==> config.mk <==
export PLATFORM = sky130hd
export DESIGN_NAME = cpu8_alu_execute_unit_flat
export DESIGN_NICKNAME = d
export VERILOG_FILES = /design/src/cpu8_pkg.sv /design/src/cpu8_if.sv /design/src/cpu8_shifter.sv /design/src/cpu8_alu_execute_unit.sv /design/src/flat_wrapper.sv
export SDC_FILE = /design/constraint.sdc
export NUM_CORES = 1
export LEC_CHECK = 0
export BUFFER_PORTS_ARGS = -buffer_cell sky130_fd_sc_hd__buf_2
export CELL_PAD_IN_SITES_DETAIL_PLACEMENT = 0
export CELL_PAD_IN_SITES_GLOBAL_PLACEMENT = 2
export CORE_ASPECT_RATIO = 1.1
export CORE_MARGIN = 8
export CORE_UTILIZATION = 30
export DETAILED_ROUTE_END_ITERATION = 8
export GPL_ROUTABILITY_DRIVEN = 0
export GPL_TIMING_DRIVEN = 0
export PLACE_DENSITY_LB_ADDON = 0.1
export SLEW_MARGIN = 20
export SYNTH_ARGS = -nofsm -noshare
export SYNTH_HDL_FRONTEND = slang
export SYNTH_SLANG_ARGS = --single-unit
export TNS_END_PERCENT = 1
==> constraint.sdc <==
create_clock -name clk -period 6.8 [get_ports clk]
set_input_delay 1.36 -clock clk [delete_from_list [all_inputs] [get_ports clk]]
set_output_delay 1.36 -clock clk [all_outputs]
set_load 0.05 [all_outputs]
==> src/cpu8_pkg.sv <==
`timescale 1ns / 1ps
`default_nettype none
package cpu8_pkg;

  localparam int RegCount = 16;
  localparam int RegIdxW  = 4;

  // group 8 sub-opcodes
  localparam logic [3:0] OP_MOV  = 4'h0;
  localparam logic [3:0] OP_ADD  = 4'h1;
  localparam logic [3:0] OP_AND  = 4'h2;
  localparam logic [3:0] OP_OR   = 4'h3;
  localparam logic [3:0] OP_XOR  = 4'h4;
  localparam logic [3:0] OP_CMPC = 4'h5;
  localparam logic [3:0] OP_ADDC = 4'h6;
  localparam logic [3:0] OP_CMP  = 4'h7;
  localparam logic [3:0] OP_SUB  = 4'h8;
  localparam logic [3:0] OP_SUBC = 4'h9;
  localparam logic [3:0] OP_SLL  = 4'ha;
  localparam logic [3:0] OP_SLLC = 4'hb;
  localparam logic [3:0] OP_SRL  = 4'hc;
  localparam logic [3:0] OP_SRLC = 4'hd;
  localparam logic [3:0] OP_SRA  = 4'he;
  localparam logic [3:0] OP_MISC = 4'hf;

  localparam logic [15:0] PcMask     = 16'hfffe;
  localparam logic [15:0] ExtMask    = 16'hf11f;
  localparam logic [15:0] ExtCode    = 16'h810f;
  localparam logic [15:0] AdjMask    = 16'hf0ff;
  localparam logic [15:0] DaaCode    = 16'h801f;
  localparam logic [15:0] DasCode    = 16'h803f;
  localparam logic [15:0] NegCode    = 16'h805f;
  localparam logic [7:0]  AdjLo      = 8'h06;
  localparam logic [7:0]  AdjHi      = 8'h60;
  localparam logic [7:0]  DasLimit   = 8'h99;
  localparam logic [3:0]  NibbleMax  = 4'h9;

  typedef struct packed {
    logic c;
    logic z;
    logic s;
    logic v;
    logic h;
  } flags_t;

  typedef struct packed {
    logic                status;
    logic [15:0]         next_pc;
    logic                reg_write;
    logic [RegIdxW-1:0]  reg_index;
    logic [7:0]          reg_value;
    flags_t              flags;
  } result_t;

  // control from sequencer to shifter
  typedef struct packed {
    logic       load;
    logic       step;
    logic [2:0] mode;   // 0 sll,1 sllc,2 srl,3 srlc,4 sra
  } shift_ctl_t;

  localparam logic [2:0] SH_SLL  = 3'd0;
  localparam logic [2:0] SH_SLLC = 3'd1;
  localparam logic [2:0] SH_SRL  = 3'd2;
  localparam logic [2:0] SH_SRLC = 3'd3;
  localparam logic [2:0] SH_SRA  = 3'd4;

endpackage
`default_nettype wire

==> src/cpu8_if.sv <==
`timescale 1ns / 1ps
`default_nettype none
interface cpu8_in_if;
  logic        valid;
  logic        ready;
  logic [15:0] instr_word;
  modport source (output valid, output instr_word, input ready);
  modport sink (input valid, input instr_word, output ready);
endinterface

interface cpu8_out_if;
  logic        valid;
  logic        ready;
  logic        status;
  logic [15:0] next_pc;
  logic        reg_write;
  logic [3:0]  reg_index;
  logic [7:0]  reg_value;
  logic        flag_carry;
  logic        flag_zero;
  logic        flag_sign;
  logic        flag_overflow;
  logic        flag_half_carry;
  modport source (output valid, status, next_pc, reg_write, reg_index, reg_value,
                  flag_carry, flag_zero, flag_sign, flag_overflow, flag_half_carry,
                  input ready);
  modport sink (input valid, status, next_pc, reg_write, reg_index, reg_value,
                flag_carry, flag_zero, flag_sign, flag_overflow, flag_half_carry,
                output ready);
endinterface
`default_nettype wire

==> src/cpu8_shifter.sv <==
`timescale 1ns / 1ps
`default_nettype none
// One bit per step over a 16-bit window; carry holds the last bit out.
module cpu8_shifter (
  input  wire logic                clk,
  input  wire cpu8_pkg::shift_ctl_t ctl,
  input  wire logic [7:0]          rn,
  input  wire logic [7:0]          nb,
  output logic [7:0]               value,
  output logic                     carry
);
  import cpu8_pkg::*;

  logic [15:0] win_r, win_nxt;
  logic        c_r, c_nxt;
  logic [2:0]  mode_r;

  always_comb begin
    win_nxt = win_r;
    c_nxt   = c_r;
    if (ctl.load) begin
      if (ctl.mode == SH_SLL || ctl.mode == SH_SLLC) win_nxt = {rn, nb};
      else                                            win_nxt = {nb, rn};
    end else if (ctl.step) begin
      unique case (mode_r)
        SH_SLL, SH_SLLC: begin
          c_nxt   = win_r[15];
          win_nxt = {win_r[14:0], 1'b0};
        end
        SH_SRA: begin
          c_nxt   = win_r[0];
          win_nxt = {8'h00, win_r[7], win_r[7:1]};
        end
        default: begin
          c_nxt   = win_r[0];
          win_nxt = {1'b0, win_r[15:1]};
        end
      endcase
    end
  end

  always_ff @(posedge clk) begin
    win_r <= win_nxt;
    c_r   <= c_nxt;
    if (ctl.load) mode_r <= ctl.mode;
  end

  assign value = (mode_r == SH_SLL || mode_r == SH_SLLC) ? win_r[15:8] : win_r[7:0];
  assign carry = c_r;
endmodule
`default_nettype wire

==> src/cpu8_alu_execute_unit.sv <==
`timescale 1ns / 1ps
`default_nettype none
// ALU, compare and adjust forms go from the accepted transaction through the EXEC
// and OUT states to the result; shifts first pass through SHIFT, one bit per cycle
// in the shifter for Rm & 7 bits. One instruction in flight; in_ready is low until
// the result is taken, so no new transaction is accepted before the result leaves.
// Reset (synchronous, rst_n low) clears registers, flags and program counter.
module cpu8_alu_execute_unit (
  input  wire logic   clk,
  input  wire logic   rst_n,
  cpu8_in_if.sink     in_ch,
  cpu8_out_if.source  out_ch
);
  import cpu8_pkg::*;

  localparam logic [1:0] ST_IDLE  = 2'd0;
  localparam logic [1:0] ST_EXEC  = 2'd1;
  localparam logic [1:0] ST_SHIFT = 2'd2;
  localparam logic [1:0] ST_OUT   = 2'd3;

  logic [1:0]  state_r, state_nxt;
  logic [7:0]  rf_r [RegCount];
  flags_t      fl_r, fl_nxt;
  logic [15:0] pc_r;
  logic [15:0] w_r;
  logic [7:0]  rn_r, src_r;
  logic [2:0]  cnt_r, cnt_nxt;
  result_t     res_r, res_nxt;
  logic        wr_en;
  shift_ctl_t  sctl;
  logic [7:0]  sh_val;
  logic        sh_c;

  logic [3:0] grp, n_f, m_f, sub, op;
  assign grp = in_ch.instr_word[15:12];
  assign n_f = in_ch.instr_word[11:8];
  assign m_f = in_ch.instr_word[7:4];
  assign sub = in_ch.instr_word[3:0];

  logic [3:0] w_grp, w_n;
  assign w_grp = w_r[15:12];
  assign w_n   = w_r[11:8];
  assign op    = (w_grp < 4'd8) ? w_grp : w_r[3:0];

  logic accept;
  assign accept = in_ch.valid && (state_r == ST_IDLE);
  assign in_ch.ready = (state_r == ST_IDLE);

  always_comb begin
    sctl.load = accept && grp == 4'd8 && sub >= OP_SLL && sub <= OP_SRA;
    sctl.step = (state_r == ST_SHIFT) && cnt_r != 3'd0;
    unique case (sub)
      OP_SLL:  sctl.mode = SH_SLL;
      OP_SLLC: sctl.mode = SH_SLLC;
      OP_SRL:  sctl.mode = SH_SRL;
      OP_SRLC: sctl.mode = SH_SRLC;
      default: sctl.mode = SH_SRA;
    endcase
  end

  logic [7:0] nb_sel;
  assign nb_sel = (sub == OP_SLLC) ? rf_r[n_f - 4'd1] :
                  (sub == OP_SRLC) ? rf_r[n_f + 4'd1] : 8'h00;

  cpu8_shifter u_shift (
    .clk(clk), .ctl(sctl), .rn(rf_r[n_f]), .nb(nb_sel), .value(sh_val), .carry(sh_c)
  );

  // shared add/sub datapath
  logic       is_sub, use_c;
  logic [8:0] t9;
  logic [4:0] h5;
  logic [7:0] l8;
  logic       cin;
  always_comb begin
    is_sub = (op == OP_CMPC || op == OP_CMP || op == OP_SUB || op == OP_SUBC);
    use_c  = (op == OP_CMPC || op == OP_ADDC || op == OP_SUBC);
    cin    = use_c & fl_r.c;
    if (is_sub) begin
      t9 = {1'b0, rn_r} - {1'b0, src_r} - {8'h00, cin};
      h5 = {1'b0, rn_r[3:0]} - {1'b0, src_r[3:0]} - {4'h0, cin};
      l8 = {1'b0, rn_r[6:0]} - {1'b0, src_r[6:0]} - {7'h00, cin};
    end else begin
      t9 = {1'b0, rn_r} + {1'b0, src_r} + {8'h00, cin};
      h5 = {1'b0, rn_r[3:0]} + {1'b0, src_r[3:0]} + {4'h0, cin};
      l8 = {1'b0, rn_r[6:0]} + {1'b0, src_r[6:0]} + {7'h00, cin};
    end
  end

  logic       lo_adj, hi_adj;
  logic [8:0] daa_t;
  logic [7:0] das_t;
  always_comb begin
    lo_adj = fl_r.h || (rn_r[3:0] > NibbleMax);
    daa_t  = {1'b0, rn_r} + (lo_adj ? {1'b0, AdjLo} : 9'h000);
    das_t  = rn_r - (lo_adj ? AdjLo : 8'h00);
  end

  always_comb begin
    logic [7:0] v;
    logic       wr, ok;
    state_nxt = state_r;
    fl_nxt    = fl_r;
    cnt_nxt   = cnt_r;
    res_nxt   = res_r;
    wr_en     = 1'b0;
    hi_adj    = 1'b0;
    v  = 8'h00;
    wr = 1'b1;
    ok = 1'b1;
    unique case (state_r)
      ST_IDLE: begin
        if (accept) begin
          cnt_nxt = rf_r[m_f][2:0];
          state_nxt = (sctl.load) ? ST_SHIFT : ST_EXEC;
        end
      end
      ST_SHIFT: begin
        if (cnt_r != 3'd0) cnt_nxt = cnt_r - 3'd1;
        else state_nxt = ST_EXEC;
      end
      ST_EXEC: begin
        if (w_grp > 4'd8) begin
          ok = 1'b0;
        end else if (w_grp == 4'd8 && op >= OP_SUB) begin
          priority case (1'b1)
            op == OP_SUB || op == OP_SUBC: begin
              v = t9[7:0];
              fl_nxt.h = h5[4]; fl_nxt.v = l8[7] ^ t9[8]; fl_nxt.c = t9[8];
              fl_nxt.z = (v == 8'h00); fl_nxt.s = v[7];
            end
            op != OP_MISC: begin
              v = sh_val;
              if (src_r[2:0] != 3'd0) fl_nxt.c = sh_c;
            end
            (w_r & ExtMask) == ExtCode: begin
              v = src_r[7] ? 8'hff : 8'h00;
              fl_nxt.z = (src_r == 8'h00); fl_nxt.s = src_r[7];
            end
            (w_r & AdjMask) == DaaCode: begin
              hi_adj = fl_r.c || daa_t >= 9'h0a0;
              v = daa_t[7:0] + (hi_adj ? AdjHi : 8'h00);
              fl_nxt.h = lo_adj; fl_nxt.c = hi_adj;
              fl_nxt.z = (v == 8'h00); fl_nxt.s = v[7];
            end
            (w_r & AdjMask) == DasCode: begin
              hi_adj = fl_r.c || rn_r > DasLimit;
              v = das_t - (hi_adj ? AdjHi : 8'h00);
              fl_nxt.h = lo_adj; fl_nxt.c = hi_adj;
              fl_nxt.z = (v == 8'h00); fl_nxt.s = v[7];
            end
            (w_r & AdjMask) == NegCode: begin
              v = 8'h00 - rn_r;
              fl_nxt.h = (rn_r[3:0] == 4'h0); fl_nxt.c = (rn_r == 8'h00);
              fl_nxt.v = (rn_r[6:0] == 7'h00) ^ (rn_r == 8'h00);
              fl_nxt.z = (v == 8'h00); fl_nxt.s = v[7];
            end
            default: ok = 1'b0;
          endcase
        end else begin
          unique case (op)
            OP_MOV: v = src_r;
            OP_AND: v = rn_r & src_r;
            OP_OR:  v = rn_r | src_r;
            OP_XOR: v = rn_r ^ src_r;
            default: begin
              v = t9[7:0];
              fl_nxt.h = h5[4]; fl_nxt.v = l8[7] ^ t9[8]; fl_nxt.c = t9[8];
              if (op == OP_CMP || op == OP_CMPC) wr = 1'b0;
            end
          endcase
          fl_nxt.z = (v == 8'h00); fl_nxt.s = v[7];
        end
        if (!ok) wr = 1'b0;
        wr_en = wr;
        res_nxt.status    = !ok;
        res_nxt.next_pc   = pc_r;
        res_nxt.reg_write = wr;
        res_nxt.reg_index = wr ? w_n : 4'h0;
        res_nxt.reg_value = wr ? v : 8'h00;
        res_nxt.flags     = fl_nxt;
        state_nxt = ST_OUT;
      end
      default: begin
        if (out_ch.ready) state_nxt = ST_IDLE;
      end
    endcase
  end

  always_ff @(posedge clk) begin
    if (!rst_n) begin
      state_r <= ST_IDLE;
      fl_r    <= '0;
      pc_r    <= 16'h0000;
      for (int i = 0; i < RegCount; i++) rf_r[i] <= 8'h00;
    end else begin
      state_r <= state_nxt;
      fl_r    <= fl_nxt;
      if (accept) pc_r <= (pc_r & PcMask) + 16'd2;
      if (wr_en) rf_r[w_n] <= res_nxt.reg_value;
    end
  end

  always_ff @(posedge clk) begin
    cnt_r <= cnt_nxt;
    res_r <= res_nxt;
    if (accept) begin
      w_r   <= in_ch.instr_word;
      rn_r  <= rf_r[n_f];
      src_r <= (grp < 4'd8) ? in_ch.instr_word[7:0] : rf_r[m_f];
    end
  end

  assign out_ch.valid           = (state_r == ST_OUT);
  assign out_ch.status          = res_r.status;
  assign out_ch.next_pc         = res_r.next_pc;
  assign out_ch.reg_write       = res_r.reg_write;
  assign out_ch.reg_index       = res_r.reg_index;
  assign out_ch.reg_value       = res_r.reg_value;
  assign out_ch.flag_carry      = res_r.flags.c;
  assign out_ch.flag_zero       = res_r.flags.z;
  assign out_ch.flag_sign       = res_r.flags.s;
  assign out_ch.flag_overflow   = res_r.flags.v;
  assign out_ch.flag_half_carry = res_r.flags.h;
endmodule
`default_nettype wire
==> src/flat_wrapper.sv <==
// flat-port wrapper written by rule: the top's interface ports become plain ports
module cpu8_alu_execute_unit_flat import cpu8_pkg::*;
  (clk, rst_n, in_ch_valid, in_ch_instr_word, in_ch_ready, out_ch_valid, out_ch_status, out_ch_next_pc, out_ch_reg_write, out_ch_reg_index, out_ch_reg_value, out_ch_flag_carry, out_ch_flag_zero, out_ch_flag_sign, out_ch_flag_overflow, out_ch_flag_half_carry, out_ch_ready);
  cpu8_in_if in_ch_i ();
  cpu8_out_if out_ch_i ();
  input  wire logic clk;
  input  wire logic rst_n;
  input wire logic [$bits(in_ch_i.valid)-1:0] in_ch_valid;
  input wire logic [$bits(in_ch_i.instr_word)-1:0] in_ch_instr_word;
  output wire logic [$bits(in_ch_i.ready)-1:0] in_ch_ready;
  output wire logic [$bits(out_ch_i.valid)-1:0] out_ch_valid;
  output wire logic [$bits(out_ch_i.status)-1:0] out_ch_status;
  output wire logic [$bits(out_ch_i.next_pc)-1:0] out_ch_next_pc;
  output wire logic [$bits(out_ch_i.reg_write)-1:0] out_ch_reg_write;
  output wire logic [$bits(out_ch_i.reg_index)-1:0] out_ch_reg_index;
  output wire logic [$bits(out_ch_i.reg_value)-1:0] out_ch_reg_value;
  output wire logic [$bits(out_ch_i.flag_carry)-1:0] out_ch_flag_carry;
  output wire logic [$bits(out_ch_i.flag_zero)-1:0] out_ch_flag_zero;
  output wire logic [$bits(out_ch_i.flag_sign)-1:0] out_ch_flag_sign;
  output wire logic [$bits(out_ch_i.flag_overflow)-1:0] out_ch_flag_overflow;
  output wire logic [$bits(out_ch_i.flag_half_carry)-1:0] out_ch_flag_half_carry;
  input wire logic [$bits(out_ch_i.ready)-1:0] out_ch_ready;
  assign in_ch_i.valid = in_ch_valid;
  assign in_ch_i.instr_word = in_ch_instr_word;
  assign in_ch_ready = in_ch_i.ready;
  assign out_ch_valid = out_ch_i.valid;
  assign out_ch_status = out_ch_i.status;
  assign out_ch_next_pc = out_ch_i.next_pc;
  assign out_ch_reg_write = out_ch_i.reg_write;
  assign out_ch_reg_index = out_ch_i.reg_index;
  assign out_ch_reg_value = out_ch_i.reg_value;
  assign out_ch_flag_carry = out_ch_i.flag_carry;
  assign out_ch_flag_zero = out_ch_i.flag_zero;
  assign out_ch_flag_sign = out_ch_i.flag_sign;
  assign out_ch_flag_overflow = out_ch_i.flag_overflow;
  assign out_ch_flag_half_carry = out_ch_i.flag_half_carry;
  assign out_ch_i.ready = out_ch_ready;
  cpu8_alu_execute_unit u_core (.clk(clk), .rst_n(rst_n), .in_ch(in_ch_i), .out_ch(out_ch_i));
endmodule
; ---- After elaboration in Yosys (flattened, before gate mapping)
; Memories as Yosys holds them, arrays and structs flattened.
; Index checks and enable logic that the tools add are counted.
[op_classes]
add_sub_neg = 21
order_cmp = 9
eq_ne = 29
mux = 93
bitwise_logic = 7
reduce_logical = 43
[op_table]
columns = operator, n
row1 = two-way mux 8 bit, 19
row2 = logical NOT 8 bit, 7
row3 = two-way mux 16 bit, 3
row4 = two-way mux 1 bit, 42
row5 = "equality test 12 bit, second input constant", 3
row6 = "equality test 4 bit, second input constant", 8
row7 = one-hot mux 16 bit (2 select lines), 1
row8 = one-hot mux 8 bit (4 select lines), 1
row9 = two-way mux 2 bit, 11
row10 = "adder 16 x 2 -> 16 bit, second input constant", 1
row11 = "equality test 4 x 3 -> 1 bit, second input constant", 4
row12 = subtractor 8 bit, 2
row13 = two-way mux 5 bit, 3
row14 = two-way mux 7 bit, 2
row15 = two-way mux 13 bit, 1
row16 = two-way mux 3 bit, 4
row17 = one-hot mux 3 bit (4 select lines), 1
row18 = logical OR 1 bit, 11
row19 = "equality test 10 bit, second input constant", 1
row20 = adder 8 x 8 -> 9 bit, 1
row21 = adder 8 x 9 -> 9 bit, 1
row22 = adder 9 x 1 -> 9 bit, 1
row23 = "greater-or-equal comparator 9 x 8 -> 1 bit, second input constant", 1
row24 = two-way mux 9 bit, 1
row25 = other kinds (51), 72
[totals]
ff_bits = 113
ramBits = 128
inputBits = 20
output_inout_bits = 37
word_cells = 228
mem_count = 1
[memory_table]
columns = memory, words, width, rd, rd_ports_with_merged_regs, wr, line_no
row1 = u_core.rf_r, 16, 8, 4, 0, 16, cpu8_alu_execute_unit.sv:22  ; logic [7:0] rf_r [RegCount];

; ---- Longest topological paths before layout
; Gate-level depths: netlist (run 1).
[logic_depth]
word_depth = 18
depth_mapped = 24
depth_no_buf = 23

; ---- By module
; A second synthesis (run 1) with hierarchy kept.
[hier_totals]
cells_unflattened = 1388
area_unflattened_um2 = 16480.8
[by_module_without_submodules]
columns = module, n_inst, cells_per_inst, area_each_um2, seq_area_each_um2
row1 = cpu8_alu_execute_unit, 1, 1265, 15260.9, 6276.0
row2 = cpu8_shifter, 1, 123, 1219.9, 600.6

; ---- Worst setup path before layout (run 1)
; No wires, ideal clock.
[synth_timing]
path_type = input-to-reg
from = in in_ch_instr_word[8]
to = reg u_core.u_shift.win_r[10], data pin
setup_ps = 270
t_arrival_ps = 4712
t_required_ps = 6530
slack_ps = 1817
stages = 13
path_buffers = 6
path_cell_list = buf_2 buf_2 buf_2 clkbuf_1 inv_1 ha_1 clkbuf_1 buf_1 mux4_2 mux2i_1 nand2_1 a32oi_1 a21oi_1
[synth_via]
elab_chain_len = 6
elab_cells_between_ends = 7
cone_classes = add/sub (2) / mux (4) / memory (1)
[synth_rtl]
columns = item, line_no
row1 = start: declaration, flat_wrapper.sv:9  ; input wire logic [$bits(in_ch_i.instr_word)-1:0] in_ch_instr_word;
row2 = adder 4 x 1 -> 4 bit, cpu8_alu_execute_unit.sv:63  ; (sub == OP_SRLC) ? rf_r[n_f + 4'd1] : 8'h00;
row3 = memory read (16 x 8 bit) (*), -
row4 = two-way mux 8 bit, cpu8_alu_execute_unit.sv:63
row5 = two-way mux 8 bit, cpu8_alu_execute_unit.sv:62  ; assign nb_sel = (sub == OP_SLLC) ? rf_r[n_f - 4'd1] :
row6 = two-way mux 16 bit (*), cpu8_shifter.sv:22  ; if (ctl.mode == SH_SLL || ctl.mode == SH_SLLC) win_nxt = {rn, nb};
row7 = two-way mux 16 bit (*), cpu8_shifter.sv:21  ; if (ctl.load) begin
row8 = net u_core.u_shift.win_nxt[10], cpu8_shifter.sv:14  ; logic [15:0] win_r, win_nxt;
row9 = end signal: assignment, cpu8_shifter.sv:43  ; win_r <= win_nxt;
row10 = end: declaration, cpu8_shifter.sv:14
; Mark *: on every way through the listed nets, which the timed path passes. The rest lies on a longest branch.
; A chain may end at the register's enable or synchronous reset.

==> results of run 1 <==
power groups by stage:
stage	sequential, mW	combinational (mW)	clock, mW
CTS	2.06	2.91	1.44
detailed placement	2.09	2.90	0
global placement	2.09	2.90	0
floorplan	2.22	1.71	0
finish	2.05	2.93	1.40
global route	2.08	3.13	1.48
through the flow:
step / util [%] / instances
detailed placement: 32.3 / 2282
global placement: 32.3 / 2281
finish: 33.9 / 2334
floorplan: - / 1483
CTS: 33.8 / 2330
global route: 33.9 / 2333
path summary, 6_finish.rpt:
check,start,to,depth (start not counted)
worst min register to register,u_core.pc_r[11],u_core.out_ch.next_pc[11],0
worst max-delay path,u_core.rn_r[0],u_core.rf_r[10][7],23
worst max register to register,u_core.rn_r[0],u_core.rf_r[10][7],23
worst min-delay path,u_core.pc_r[11],u_core.out_ch.next_pc[11],0
timing repair:
| action | 4_1_cts | 5_1_grt |
|---|---|---|
| gates resized for setup | 0 | 2 |
| buffers inserted | 0 | 3 |
| setup endpoints to repair | 0 | 12 |
synthesized netlist by cell type (14+ instances only):
library cell	number	area, µm²
a211oi_1	17	128
o211ai_1	14	105
ha_1	53	663
o21ai_0	45	225
dfxtp_1	30	601
inv_1	53	199
nor2_1	208	781
a221oi_1	36	315
mux4_2	117	2640
xnor2_1	31	272
a21oi_1	58	290
and3_1	16	100
nand3_1	20	100
nand2_1	107	402
buf_2	24	120
nor3_1	17	85.1
mux2i_1	73	731
mux2_2	18	203
and2_1	17	106
clkbuf_1	54	203
edfxtp_1	209	6280
nor2b_1	17	106
registers in the layout, indices dropped and copies added (netlist names):
register	count
u_core.out_ch.flag_sign	1
u_core.rn_r	8
u_core.out_ch.flag_carry	1
u_core.out_ch.flag_zero	1
u_core.pc_r	15
u_core.src_r	8
u_core.cnt_r	3
u_core.out_ch.reg_value	8
u_core.state_r	2
u_core.out_ch.flag_overflow	1
u_core.out_ch.flag_half_carry	1
u_core.u_shift.mode_r	3
u_core.out_ch.reg_write	1
u_core.out_ch.reg_index	4
u_core.out_ch.next_pc	15
u_core.fl_r	5
u_core.out_ch.status	1
u_core.w_r	16
u_core.u_shift.win_r	16
u_core.u_shift.carry	1
u_core.rf_r	128
worst reg2reg max path, stage by stage, from the launching register on:
cell      delay, ns
edfxtp_1       0.70
inv_1          0.26
ha_1           0.32
nor2_1         0.15
o21ai_0        0.09
nor2b_1        0.19
inv_1          0.21
ha_1           0.21
inv_1          0.05
fa_1           0.45
nand3b_1       0.21
a22o_1         0.25
a21oi_1        0.24
nand2_1        0.14
ha_1           0.21
fa_1           0.37
xnor2_1        0.15
xnor2_1        0.35
nand3_1        0.15
a31oi_1        0.36
nor3b_1        0.17
a31oi_4        0.47
clkbuf_4       0.42
nor2_1         0.08
final cells by class:
cell class / count / area (µm²)
plain buffers: 95 / 459
diodes: 1 / 2.50
flip-flops and latches: 239 / 6880
repair buffers: 58 / 320
fillers: 5696 / 36800
clock inverters: 12 / 105
multi-input cells: 1094 / 9250
clock buffers: 36 / 719
well taps: 744 / 931
inverters: 55 / 206
metal layers:
metal	part of all wire (%)	up-vias	track usage, %
met3	3.9	88	1.67
met1	41	6726	26.4
met5	0	-	0
met4	4.0	0	7.57
met2	51	399	37.2
li1	-	5873	-
cell families after synthesis:
logic type,Yosys count
and+or+nand+nor,500
AOI/OAI and AO/OA,282
DFF,239
muxes,208
buffers and inverters,150
adders and majority gates,59
xor gates and xnor gates,44
other,1
==> impl_metrics.json, run 1 <==
{
  "status": "finished, final reports clean",
  "final_common_cell": "edfxtp_1",
  "synth_top_family_by_area": "multiplexers",
  "synth_area_mm2": 0.0168,
  "cts_root_buf": "clkbuf_16",
  "path_cells": "inv_1 -> ha_1 -> nor2_1 -> o21ai_0 -> nor2b_1 -> inv_1 -> ha_1 -> inv_1 -> fa_1 -> nand3b_1 -> a22o_1 -> a21oi_1 -> nand2_1 -> ha_1 -> fa_1 -> xnor2_1 -> xnor2_1 -> nand3_1 -> a31oi_1 -> nor3b_1 -> a31oi_4 -> clkbuf_4 -> nor2_1",
  "hold_violations": 0,
  "die_w_um": 241,
  "tritoncts": "built",
  "p_comb_share_pct": 45.9,
  "routedWlPerCell_um": 29.2,
  "vias": 13100,
  "ant_nets": 0,
  "end_kind": "flop",
  "clock_skew_ns": 0.0154,
  "cts_sinks": 239,
  "path_class": "reg -> reg",
  "die_h_um": 264,
  "drc": 0,
  "setup_tns_ns": 0,
  "post_dp_cell_area_mm2": 0.0180,
  "grt_pass1_wl_um": 96900,
  "cpPeakStageDelay_ns": 0.70,
  "p_sw_mw": 2.81,
  "drive_gt1_share_pct": 19.8,
  "fin_area_mm2": 0.0189,
  "core_mm2": 0.0557,
  "synth_async_sr_flop_share_pct": 0,
  "htreeDepth": 1,
  "worst_ep_arrival_time_ns": 6.73,
  "irDropWorstVdd_uv": 166,
  "synthAdderAreaFrac_pct": 4.67,
  "io_buffers": 54,
  "power.total_mw": 6.39,
  "place_hpwl_um": 54700,
  "cts.clk_slew.worst_paths_ns": 0.06,
  "syn-num-nets": 1562,
  "routed_via_density": 5.61,
  "io_pins": 57,
  "syn_to_final_growth_pct": 12.5,
  "p_per_area_mw_per_mm2": 339,
  "synth-simple-area-share_pct": 14.6,
  "seqPwrFrac_pct": 32.1,
  "netlist_instances": 1483,
  "fp.dieArea_mm2": 0.0637,
  "clkPwrFrac_pct": 21.9,
  "crit_path_start_kind": "flop",
  "synth_edf_count": 209,
  "dp_slack_ns": -0.156,
  "swShare_pct": 44.0,
  "synth.avg_cell_area_um2": 11.3,
  "tightestPinTransition_ns": 1.13,
  "hold_path_class": "reg -> reg",
  "clk_path_buf_depth": 3,
  "synth-seq-cells": 239,
  "grt_overflow": 0,
  "synthMuxAreaShare_pct": 21.3,
  "grtUsageTotal_pct": 21.0,
  "wl_um": 68200,
  "antenna_found_initial": 1,
  "ys_warn_count": 0,
  "synth_compound_area_share_pct": 12.2,
  "p_int_mw": 3.58,
  "worstSkewPairLatency_ns": 0.56,
  "slowest_stage": "edfxtp_1",
  "setup_viol": 0,
  "synthFlopType": "edfxtp_1",
  "synth_xor_area_share_pct": 2.30,
  "seq_area_frac_synth_pct": 41.0,
  "dr.pass1.iters": 5,
  "regToRegSetupSlack_ns": 0.34,
  "timing.final.crit_share_pct": 94.9,
  "rows": 91,
  "critPathRequiredTime_ns": 7.08,
  "grt_pass1_vias": 13000,
  "synth_cell_types": 87,
  "final.min_clock_period_ns": 6.46,
  "hold_buffers": 0,
  "maxSlewHeadroom_pct": 24.0,
  "start_util_pct": 30.1,
  "setup_ws_ns": 0.345,
  "cp_max_fo": 10,
  "clock.fmax_ghz": 0.155,
  "hold_ws_ns": 0.447,
  "crit_buf_inv": 4,
  "drt-initial-drc-count": 1029,
  "slew_viol_final": 0,
  "final_cell_mix": "edfxtp_1, nor2_1, mux4_2",
  "cpLargestDelayFamily": "adder cells",
  "numCtsBuffers": 26,
  "nets": 1648,
  "leakagePower_nw": 6.75,
  "grt_max_degree": 31,
  "cap_violations": 0
}
(Power assumes the default switching activity.)
==> inputs of run 2 (changes only) <==
==> constraint.sdc (replaced) <==
create_clock -name clk -period 7.5 [get_ports clk]
set_input_delay 1.5 -clock clk [delete_from_list [all_inputs] [get_ports clk]]
set_output_delay 1.5 -clock clk [all_outputs]
set_load 0.05 [all_outputs]
==> impl_metrics.json, run 2 (synthesis results as in run 1) <==
{
  "tightestPinTransition_ns": 1.11,
  "min_path_cells": 0,
  "drc": 0,
  "cap_violations": 0,
  "cts_root_buf": "clkbuf_16",
  "core_mm2": 0.0557,
  "rows": 91,
  "final.min_clock_period_ns": 6.71,
  "timing.final.crit_share_pct": 89.4,
  "grtUsageTotal_pct": 21.0,
  "setup_viol": 0,
  "status": "finished, final reports clean",
  "final_common_cell": "edfxtp_1",
  "post_cts_buffers": 0,
  "grt_overflow": 0,
  "drive_gt1_share_pct": 19.7,
  "irDropWorstVdd_uv": 148,
  "clk_path_buf_depth": 3,
  "crit_path_start_kind": "flop",
  "fp.dieArea_mm2": 0.0637,
  "hold_ws_ns": 0.447,
  "cts_resized": 0,
  "largest_reg_flops": 128,
  "drt-initial-drc-count": 1038,
  "path_class": "reg -> reg",
  "numCtsBuffers": 26,
  "slew_viol_final": 0,
  "routed_via_density": 5.57,
  "rsz0062_at_grt": "no",
  "htreeDepth": 1,
  "io_buffers": 54,
  "setup_tns_ns": 0,
  "dp_cells": 2282,
  "regToRegSetupSlack_ns": 0.79,
  "die_w_um": 241,
  "syn_to_final_growth_pct": 12.3,
  "leakagePower_nw": 6.73,
  "reg_top3": "u_core.rf_r: 128 flops, u_core.u_shift.win_r: 16 flops, u_core.w_r: 16 flops",
  "worst_ep_arrival_time_ns": 6.99,
  "cts_sinks": 239,
  "start_util_pct": 30.1,
  "setup_ws_ns": 0.792,
  "grt_pass1_wl_um": 96900,
  "reg2reg_depth": 23,
  "grt_max_degree": 31,
  "critPathRequiredTime_ns": 7.78,
  "dr.pass1.iters": 4,
  "cp_max_fo": 12,
  "die_h_um": 264,
  "vias": 13000,
  "place_hpwl_um": 54700,
  "post_dp_cell_area_mm2": 0.0180,
  "ant_nets": 0,
  "maxSlewHeadroom_pct": 25.6,
  "cts.clk_slew.worst_paths_ns": 0.06,
  "grt_pass1_vias": 13000,
  "final_cell_mix": "edfxtp_1, nor2_1, mux4_2",
  "dp_slack_ns": 0.404,
  "wl_um": 68200,
  "routedWlPerCell_um": 29.2,
  "antenna_found_initial": 1,
  "slowest_stage": "edfxtp_1",
  "io_pins": 57,
  "hold_violations": 0,
  "worstSkewPairLatency_ns": 0.56,
  "hold_buffers": 0,
  "cpPeakStageDelay_ns": 0.72,
  "clock_skew_ns": 0.0146,
  "tritoncts": "built",
  "regMostFlops": "u_core.rf_r",
  "path_cells": "inv_1 -> ha_1 -> nor2_1 -> o21ai_0 -> nor2b_1 -> inv_1 -> ha_1 -> inv_1 -> fa_1 -> nand3b_1 -> a22o_1 -> a21oi_1 -> nand2_1 -> ha_1 -> fa_1 -> xnor2_1 -> xnor2_1 -> nand3_1 -> a31oi_1 -> nor3b_1 -> a31oi_2 -> buf_2 -> nor2_1",
  "end_kind": "flop",
  "p_per_area_mw_per_mm2": 307,
  "clock.fmax_ghz": 0.149,
  "nets": 1645,
  "finalNonFillerCells": 2331,
  "fin_area_mm2": 0.0188,
  "hold_path_class": "reg -> reg"
}
-- run 2: cell count changes in the layout (fill, tap and decap cells not counted) --
cell and delta:
a31oi_4 -1, clkbuf_4 -1, buf_4 -3, buf_2 +1, a31oi_2 +1
-- run 2: layer usage --
| layer | routed length, µm | GRT usage (%) | vias up |
|---|---|---|---|
| met5 | 0 | 0 | - |
| met4 | 2650 | 7.57 | 0 |
| met3 | 2100 | 1.67 | 80 |
| met2 | 34900 | 37.2 | 355 |
| met1 | 28500 | 26.4 | 6676 |
| li1 | - | - | 5863 |
-- run 2: layout make-up --
class / instances / area [µm²]
Fill cell: 5699 / 36800
Antenna cell: 1 / 2.50
Inverter: 55 / 206
Clock buffer: 36 / 719
Buffer: 95 / 457
Tap cell: 744 / 931
Multi-Input combinational cell: 1094 / 9240
Timing Repair Buffer: 55 / 298
Sequential cell: 239 / 6880
Clock inverter: 12 / 105
-- run 2: power by group --
| group | internal (mW) | switching (mW) | total [mW] |
|---|---|---|---|
| registers | 1.67 | 0.191 | 1.87 |
| logic | 0.852 | 1.79 | 2.64 |
| clock network | 0.710 | 0.562 | 1.27 |
-- run 2: final timing paths --
check             startpoint                        end
max           u_core.rn_r[1]         u_core.rf_r[10][7]
min          u_core.pc_r[11]  u_core.out_ch.next_pc[11]
max reg2reg   u_core.rn_r[1]         u_core.rf_r[10][7]
min reg2reg  u_core.pc_r[11]  u_core.out_ch.next_pc[11]
-- run 2: critical path: cells and delay by family, from the launching register on --
kind | cells | cell delay [ns]
buffers and inverters | 4 | 1.02
AO/OA/AOI/OAI | 5 | 1.54
AND/OR/NAND/NOR | 7 | 1.06
XOR/XNOR | 2 | 0.51
adder cells (fa/ha/maj) | 5 | 1.54
flip-flops | 1 | 0.72
-- run 2: per-stage QoR --
stage               power, mW  utilization [%]
finish                   5.78             33.8
CTS                      5.81             33.8
detailed placement       4.52             32.3
floorplan                3.56                -
global placement         4.52             32.3
global route             6.05             33.8
==> inputs of run 3 (changes only) <==
--- a/config.mk
+++ b/config.mk
@@ -8,7 +8,7 @@
 export BUFFER_PORTS_ARGS = -buffer_cell sky130_fd_sc_hd__buf_2
 export CELL_PAD_IN_SITES_DETAIL_PLACEMENT = 0
 export CELL_PAD_IN_SITES_GLOBAL_PLACEMENT = 2
-export CORE_ASPECT_RATIO = 1.1
+export CORE_ASPECT_RATIO = 1.25
 export CORE_MARGIN = 8
 export CORE_UTILIZATION = 30
 export DETAILED_ROUTE_END_ITERATION = 8
==> impl_metrics.json, run 3 (synthesis results as in run 1) <==
{
  "htreeDepth": 1,
  "worstSkewPairLatency_ns": 0.58,
  "end_kind": "flop",
  "clock.fmax_ghz": 0.148,
  "start_util_pct": 30.1,
  "setup_ws_ns": 0.754,
  "r2r_end": "u_core.rf_r[14][7]",
  "grtUsageTotal_pct": 22.3,
  "cp_max_fo": 12,
  "cts_sinks": 239,
  "path_cells": "inv_1 -> ha_1 -> nor2_1 -> o21ai_0 -> nor2b_1 -> inv_1 -> ha_1 -> inv_1 -> fa_1 -> nand3b_1 -> a22o_1 -> a21oi_1 -> nand2_1 -> ha_1 -> fa_1 -> xnor2_1 -> xnor2_1 -> nand3_1 -> a31oi_1 -> nor3b_1 -> a31oi_2 -> buf_2 -> nor2_1",
  "reg_top3": "u_core.rf_r: 128 flops, u_core.u_shift.win_r: 16 flops, u_core.w_r: 16 flops",
  "routed_via_density": 5.68,
  "tritoncts": "built",
  "rsz0062_at_grt": "no",
  "min_path_cells": 0,
  "startpoint": "u_core.rn_r[1]",
  "die_h_um": 280,
  "syn_to_final_growth_pct": 12.8,
  "cpPeakStageDelay_ns": 0.74,
  "fp.dieArea_mm2": 0.0638,
  "grt_overflow": 0,
  "hold_path_class": "reg -> reg",
  "met3_usage_pct": 2.27,
  "reg2reg_depth": 23,
  "hold_buffers": 0,
  "irDropWorstVdd_uv": 179,
  "dp_slack_ns": 0.255,
  "p_per_area_mw_per_mm2": 312,
  "min_from": "u_core.pc_r[15]",
  "worst_ep_arrival_time_ns": 7.05,
  "r2r-start": "u_core.rn_r[1]",
  "utilization_pct": 34.0,
  "final_common_cell": "edfxtp_1",
  "largest_reg_flops": 128,
  "cts_root_buf": "clkbuf_16",
  "use_met1_pct": 25.4,
  "crit_end": "u_core.rf_r[14][7]",
  "regMostFlops": "u_core.rf_r",
  "maxSlewHeadroom_pct": 23.3,
  "critPathRequiredTime_ns": 7.80,
  "setup_viol": 0,
  "io_buffers": 54,
  "antenna_cells": 0,
  "grt_pass1_wl_um": 102000,
  "nets": 1647,
  "path_class": "reg -> reg",
  "clock_skew_ns": 0.0236,
  "ant_nets": 0,
  "regToRegSetupSlack_ns": 0.75,
  "dr.pass1.iters": 6,
  "final.min_clock_period_ns": 6.75,
  "slowest_stage": "edfxtp_1",
  "core_mm2": 0.0557,
  "vias": 13200,
  "grtUsageMet2_pct": 40.9,
  "grt.busiest_layer": "met2",
  "grt_pass1_vias": 13500,
  "die_w_um": 228,
  "grt_max_degree": 31,
  "hold_violations": 0,
  "numCtsBuffers": 27,
  "drt-initial-drc-count": 1176,
  "leakagePower_nw": 6.78,
  "tightestPinTransition_ns": 1.14,
  "cts_resized": 0,
  "slew_viol_final": 0,
  "drc": 0,
  "power.total_mw": 5.89,
  "cap_violations": 0,
  "clk_path_buf_depth": 3,
  "rows": 97,
  "timing.final.crit_share_pct": 89.9,
  "fin_area_mm2": 0.0189,
  "antenna_found_initial": 0,
  "place_hpwl_um": 57300,
  "crit_path_start_kind": "flop",
  "fill_cells": 5707,
  "status": "finished, final reports clean",
  "io_pins": 57,
  "post_cts_buffers": 0,
  "drive_gt1_share_pct": 20.4,
  "final_cell_mix": "edfxtp_1, nor2_1, mux4_2",
  "routedWlPerCell_um": 30.8,
  "post_dp_cell_area_mm2": 0.0180,
  "wl_um": 71800,
  "setup_tns_ns": 0,
  "cts.clk_slew.worst_paths_ns": 0.07
}
## run 3: changes by cell type in the layout (fill, tap and decap cells not counted), moves of 3 or more
cell,before,now
clkinv_2,4,9
clkbuf_1,61,53
clkinvlp_4,1,4
bufinv_16,1,4
## run 3: how the worst min path moves through the flow
stage	to	slack, ns
finish	u_core.out_ch.next_pc[15]	0.45
global route	u_core.out_ch.next_pc[11]	0.47
CTS	u_core.out_ch.next_pc[15]	0.45
detailed placement	u_core.out_ch.next_pc[11]	0.43
global placement	u_core.out_ch.next_pc[15]	0.45
floorplan	u_core.out_ch.next_pc[11]	0.41
## run 3: through the flow
stage	instances	hold slack, ns
after CTS	2330	0.448
final	2330	0.446
after detailed placement	2281	0.428
after floorplan	1483	0.408
after global placement	2279	0.446
after global routing	2330	0.466
## run 3: per-layer routing
layer	share of wire (%)	routed length [µm]	up-vias
met5	0	0	-
met4	5.4	3880	0
met3	4.2	2980	126
met2	53	37900	464
met1	38	27100	6764
li1	-	-	5879
## run 3: power by group
part | leakage [nW] | total (mW) | internal (mW) | switching, mW
Combinational | 4.01 | 2.63 | 0.851 | 1.78
Sequential | 2.33 | 1.88 | 1.67 | 0.205
Clock | 0.438 | 1.38 | 0.795 | 0.586
## run 3: worst max-delay path: cells and delay by family, from the launching register on
kind / cells / cell delay, ns
AOI/OAI and AO/OA: 5 / 1.47
and+or+nand+nor: 7 / 1.13
buffers and inverters: 4 / 1.05
xor gates and xnor gates: 2 / 0.51
adders and majority gates: 5 / 1.54
DFF: 1 / 0.74
## run 3: layout make-up
cell class / instances / area [µm²] / share of cell area [%]
multi-input cells: 1094 / 9250 / 48.9
flip-flops and latches: 239 / 6880 / 36.3
well taps: 742 / 928 / 4.91
clock buffers: 27 / 676 / 3.57
plain buffers: 95 / 458 / 2.42
repair buffers: 56 / 298 / 1.57
clock inverters: 22 / 224 / 1.18
inverters: 55 / 206 / 1.09
